$ cat config.mk
export PLATFORM = sky130hd
export DESIGN_NAME = clie_front
export DESIGN_NICKNAME = d
export VERILOG_FILES = /design/src/hdl/clie_pkg.sv /design/src/hdl/clie_front.sv
export SDC_FILE = /design/constraint.sdc
export NUM_CORES = 1
export LEC_CHECK = 0
export ABC_AREA = 1
export BUFFER_PORTS_ARGS = -buffer_cell sky130_fd_sc_hd__clkbuf_2
export CORE_MARGIN = 3
export CORE_UTILIZATION = 46
export CTS_CLUSTER_SIZE = 16
export DETAILED_ROUTE_END_ITERATION = 10
export PLACE_DENSITY = 0.85
export SLEW_MARGIN = 20
export SYNTH_ARGS = -nofsm -noshare
export SYNTH_HDL_FRONTEND = slang
export SYNTH_SLANG_ARGS = --single-unit
$ cat constraint.sdc
create_clock -name clk -period 2.1 [get_ports clk]
set_input_delay 0.42 -clock clk [delete_from_list [all_inputs] [get_ports clk]]
set_output_delay 0.42 -clock clk [all_outputs]
set_load 0.01 [all_outputs]
$ cat src/hdl/clie_pkg.sv
package clie_pkg;

	localparam int ADDR_W = 16;

	// item kinds, set by the front end
	localparam logic [1:0] K_EXEC = 2'd0;
	localparam logic [1:0] K_WR   = 2'd1;
	localparam logic [1:0] K_RD   = 2'd2;
	localparam logic [1:0] K_NOP  = 2'd3;

	// action codes of the input channel
	localparam logic [1:0] ACT_EXEC = 2'd0;
	localparam logic [1:0] ACT_WR   = 2'd1;
	localparam logic [1:0] ACT_RD   = 2'd2;

	localparam logic [2:0] R_HLM = 3'd6;
	localparam logic [15:0] HIGH_PAGE = 16'hFF00;

	localparam logic [7:0] OP_LD_A_BC   = 8'h0A;
	localparam logic [7:0] OP_LD_A_DE   = 8'h1A;
	localparam logic [7:0] OP_LD_A_NN   = 8'hFA;
	localparam logic [7:0] OP_LD_BC_A   = 8'h02;
	localparam logic [7:0] OP_LD_DE_A   = 8'h12;
	localparam logic [7:0] OP_LD_NN_A   = 8'hEA;
	localparam logic [7:0] OP_LD_A_HC   = 8'hF2;
	localparam logic [7:0] OP_LD_HC_A   = 8'hE2;
	localparam logic [7:0] OP_LDD_A_HL  = 8'h3A;
	localparam logic [7:0] OP_LDD_HL_A  = 8'h32;
	localparam logic [7:0] OP_LDI_A_HL  = 8'h2A;
	localparam logic [7:0] OP_LDI_HL_A  = 8'h22;
	localparam logic [7:0] OP_LDH_N_A   = 8'hE0;
	localparam logic [7:0] OP_LDH_A_N   = 8'hF0;
	localparam logic [7:0] OP_LD_BC_NN  = 8'h01;
	localparam logic [7:0] OP_LD_DE_NN  = 8'h11;
	localparam logic [7:0] OP_LD_HL_NN  = 8'h21;
	localparam logic [7:0] OP_LD_SP_NN  = 8'h31;
	localparam logic [7:0] OP_LD_SP_HL  = 8'hF9;
	localparam logic [7:0] OP_LDHL      = 8'hF8;
	localparam logic [7:0] OP_HALT      = 8'h76;

	typedef struct packed {
		logic [1:0]  kind;
		logic [15:0] address;
		logic [7:0]  data;
	} item_t;

endpackage

$ cat src/hdl/clie_front.sv
module clie_front (
	input  logic                 clk,
	input  logic                 arst_n,
	input  logic                 in_valid,
	output logic                 in_ready,
	input  logic [1:0]           action,
	input  logic [15:0]          address,
	input  logic [7:0]           data,
	output logic                 q_valid,
	output clie_pkg::item_t      q_item,
	input  logic                 q_pop
);
	import clie_pkg::*;

	item_t      slot_q [2];
	logic       wp_q, rp_q;
	logic [1:0] cnt_q;
	item_t      cls;
	logic       push;

	// classify the action into an item kind
	always_comb begin
		unique case (action)
			ACT_EXEC: cls.kind = K_EXEC;
			ACT_WR:   cls.kind = K_WR;
			ACT_RD:   cls.kind = K_RD;
			default:  cls.kind = K_NOP;
		endcase
		cls.address = address;
		cls.data    = data;
	end

	assign in_ready = (cnt_q != 2'd2);
	assign push     = in_valid && in_ready;
	assign q_valid  = (cnt_q != 2'd0);
	assign q_item   = slot_q[rp_q];

	always_ff @(posedge clk) begin
		if (push) slot_q[wp_q] <= cls;
	end

	always_ff @(posedge clk or negedge arst_n) begin
		if (!arst_n) begin
			wp_q  <= 1'b0;
			rp_q  <= 1'b0;
			cnt_q <= 2'd0;
		end else begin
			if (push) wp_q <= ~wp_q;
			if (q_pop) rp_q <= ~rp_q;
			cnt_q <= cnt_q + {1'b0, push} - {1'b0, q_pop};
		end
	end
endmodule

==> impl_summary.md <==
Clock tree
The clock root buffer is clkbuf_8. The clock tree synthesis step divided the H-tree into 2 levels. Clock tree synthesis inserted a total of 5 buffers. The buffer count from post-CTS setup fixing is 0. The CTS tree is done. The clock latency on the worst-skew pair is 290 ps. After clock tree synthesis, the clock-pin slew on the worst setup and hold paths is 90 ps. No sink is reached through more buffers than the 2 on the longest clock path. The number of resized instances in the post-cts repair step is 0. The hold-fix buffer count after cts is 1. The clock sink count is 56.

Die
From left edge to right edge, the die measures 75.0 um. The starting density of the core is 49.0%. The number of primary I/O pins is 58. The region available for standard cell placement spans 4470 um2. The floorplan has 24 rows. The die boundary height is 75.0 um. The die covers 5630 um2.

Timing
For this run, the top clock speed supported by timing is 528 MHz. Setup violations remaining at the end of the flow were counted as 0. The worst-case clock skew is 3.55 ps.

In the final timing run, aggregate negative setup slack is 0 ps. The final-report hold violation count came to 0. Counting I/O delays and the setup requirement, the final critical path takes 1890 ps.

The final worst-path cycle share is 90.2%. The final count of pins violating max slew is 0. At the pin with the least slew margin, the transition time is 314 ps. The max-slew headroom at the worst pin is 79.1%.

Setup repair after global routing left no endpoint under its margin.

Run
Max-cap violations in this run came to 0.

Power
The completed layout was analyzed and its total power is 3510 uW. The worst IR drop on VDD is 0.749 mV. The portion of total power attributed to sequential cells is 45.7%.

Summed over all cells, the static leakage comes to 0.00112 uW. The total power per unit cell area is 1320 nW/um2. The analysis attributes to net switching a power of 1020 uW. The cell-internal power is 2490 uW.

Combinational logic burns 35.5% of the power. The switching part of the total is 29.1%. The clock network accounts for 18.8% of the total power.

Detailed routing
The first detailed-routing pass ran for 4 iterations. Dividing the detail-routed wire length by the instance count gives 15.6 um. After detailed routing, the number of vias per cell comes to 5.05.

The violation count after the first detailed-routing iteration is 66. The count of nets left with antenna violations once routing finished came out at 0. The number of remaining DRC errors is 0.

The routed layout has 1156 vias. The total detailed-routing wirelength is 3570 um.

Yosys
The most used standard cell by instance count after synthesis is edfxtp_1. The flip-flop and latch count after synthesis is 56. Ranked by total cell area, the synthesized netlist is headed by edfxtp_1 71%, mux2_4 13%, dfrtp_1 4.6%.

Sequential elements use 75.8% of the synthesized area. The cell area after technology mapping is 2190 um2. The number of enable flip-flop cells after synthesis is 52. The average cell area after synthesis is 19.9 um2. The post-synthesis cell type with the largest combined area is edfxtp_1. The share of the synthesized area in the top cell type is 71.3%.

The synthesis warning total is 0. Ranked by instance count, the synthesized netlist is headed by 52 x edfxtp_1, 19 x mux2_4, 10 x nand2_1. Synthesis handed over a netlist of 110 instances. Counting distinct cell types in the post-synthesis netlist gives 15.

The leading register cell type out of synthesis is edfxtp_1. The number of nets handed over by synthesis was 141. After synthesis, the share of flip-flops with an asynchronous set or reset is 7.14%.

Placed design
Input and output buffers added on the ports amount to 57. The number of placed instances, taps included is 220. The routability congestion estimate from global placement is 0.659. Summed over all nets, the half-perimeter wirelength after detailed placement is 2690 um.

Critical path
The data arrival time at the worst-slack endpoint is 1470 ps. STA puts the critical path data required time at 1680 ps. The signal on the critical path passes through buf_4 > mux2_2 > clkbuf_2. Of all nets on the critical path, the largest fanout is 18.

STA classifies the critical path endpoint as an output port. On the critical path, the stage with the largest delay is an instance of mux2_2. The kind of start point of the critical path is a flip-flop. The peak per-stage delay on the critical path is 380 ps. The worst setup path is of the flip-flop to output port kind.

Final layout
0 antenna diodes ended up in the layout. The filler cells instantiated in the layout total 325. The number of nets in the layout is 207.

The share of final-layout standard cells stronger than drive strength 1 is 55.4%. The area growth from synthesis to layout is 21.0%. Once layout is complete, the cells apart from fillers number 229.

GRT
The number of antenna violations at the first check in global routing came to 0. For this run, the total global-route usage over all layers was measured as 13.7%. The overflow left after global routing is 0. The global-route wire length before repair is 5510 um. The number of global-route vias before repair is 1208.

The maximum number of pins on one net before global-route repair is 19.

Worst hold path
The min-delay analysis places its worst path in the category input pin to flip-flop.

Run status
The flow ran to the end, and the final reports show no timing, DRC or antenna violations.
[path summary, 6_finish.rpt]
path | from | end | slack [ps] | cells past startpoint
max in group asynchronous | arst_n | cnt_q[1]$_DFF_PN0_ | 1500 | 2
worst min register to register | cnt_q[0]$_DFF_PN0_ | cnt_q[0]$_DFF_PN0_ | 510 | 1
worst max register to register | cnt_q[1]$_DFF_PN0_ | cnt_q[1]$_DFF_PN0_ | 580 | 11
worst max-delay path | rp_q$_DFFE_PN0P_ | q_item[4] | 210 | 3
min in group asynchronous | arst_n | wp_q$_DFFE_PN0P_ | 470 | 2
worst min-delay path | address[5] | slot_q[0][13]$_DFFE_PP_ | 310 | 1
[flip-flops by register name, indices dropped and copies added, names as in the netlist]
register  count
cnt_q         2
rp_q          1
slot_q       52
wp_q          1
[per-stage QoR]
step	area (um2)	utilization, %	setup WS, ps	hold WS, ps
floorplan	2200	-	309	124
global placement	2530	56.6	558	229
detailed placement	2530	56.6	522	239
CTS	2650	59.2	182	296
global route	2650	59.2	126	293
finish	2650	59.2	205	311
[power groups by stage]
stage / clock network (uW) / registers, uW / logic (uW)
final: 661 / 1600 / 1240
after global routing: 722 / 1630 / 1360
after CTS: 683 / 1610 / 1270
after detailed placement: 0 / 1630 / 1270
after global placement: 0 / 1610 / 1220
after floorplan: 0 / 1610 / 921
[cell families after synthesis]
logic type | share of synthesized area, %
compound gates | 0.228
xor+xnor | 0.400
fa+ha+maj | 0.571
buf+inv | 3.54
flops | 75.8
mux | 16.6
simple gates | 2.80
[final cells by class]
type	instances	area (um2)	share of cell area [%]
flip-flops and latches	56	1660	62.7
multi-input cells	44	457	17.2
well taps	52	65.1	2.46
clock inverters	2	35.0	1.32
clock buffers	6	72.6	2.74
inverters	5	18.8	0.708
repair buffers	64	340	12.8
[layer usage]
layer	GRT usage [%]	up-vias	wire length [um]
met5	0	-	0
met4	3.75	0	9
met3	4.54	2	284
met2	24.9	50	1850
met1	15.2	569	1430
li1	-	535	-
[critical path: cells and delay by family, from the launching register on]
kind     cells  cell delay, ps
mux          1             380
buf+inv      2             440
flops        1             350
[cell usage in the layout (no fill, tap or decap), drive strengths merged]
cell type and count:
bufinv 1, a21oi 1, dfrtp 4, inv 5, ha 1, buf 6, clkinv 1, mux2 26
clkbuf 63, nor2 3, nand2 10, dlygate4sd3 1, xor2 1, edfxtp 52, nand3 1, nand3b 1
Note: power is estimated with default switching activity, not from simulation.
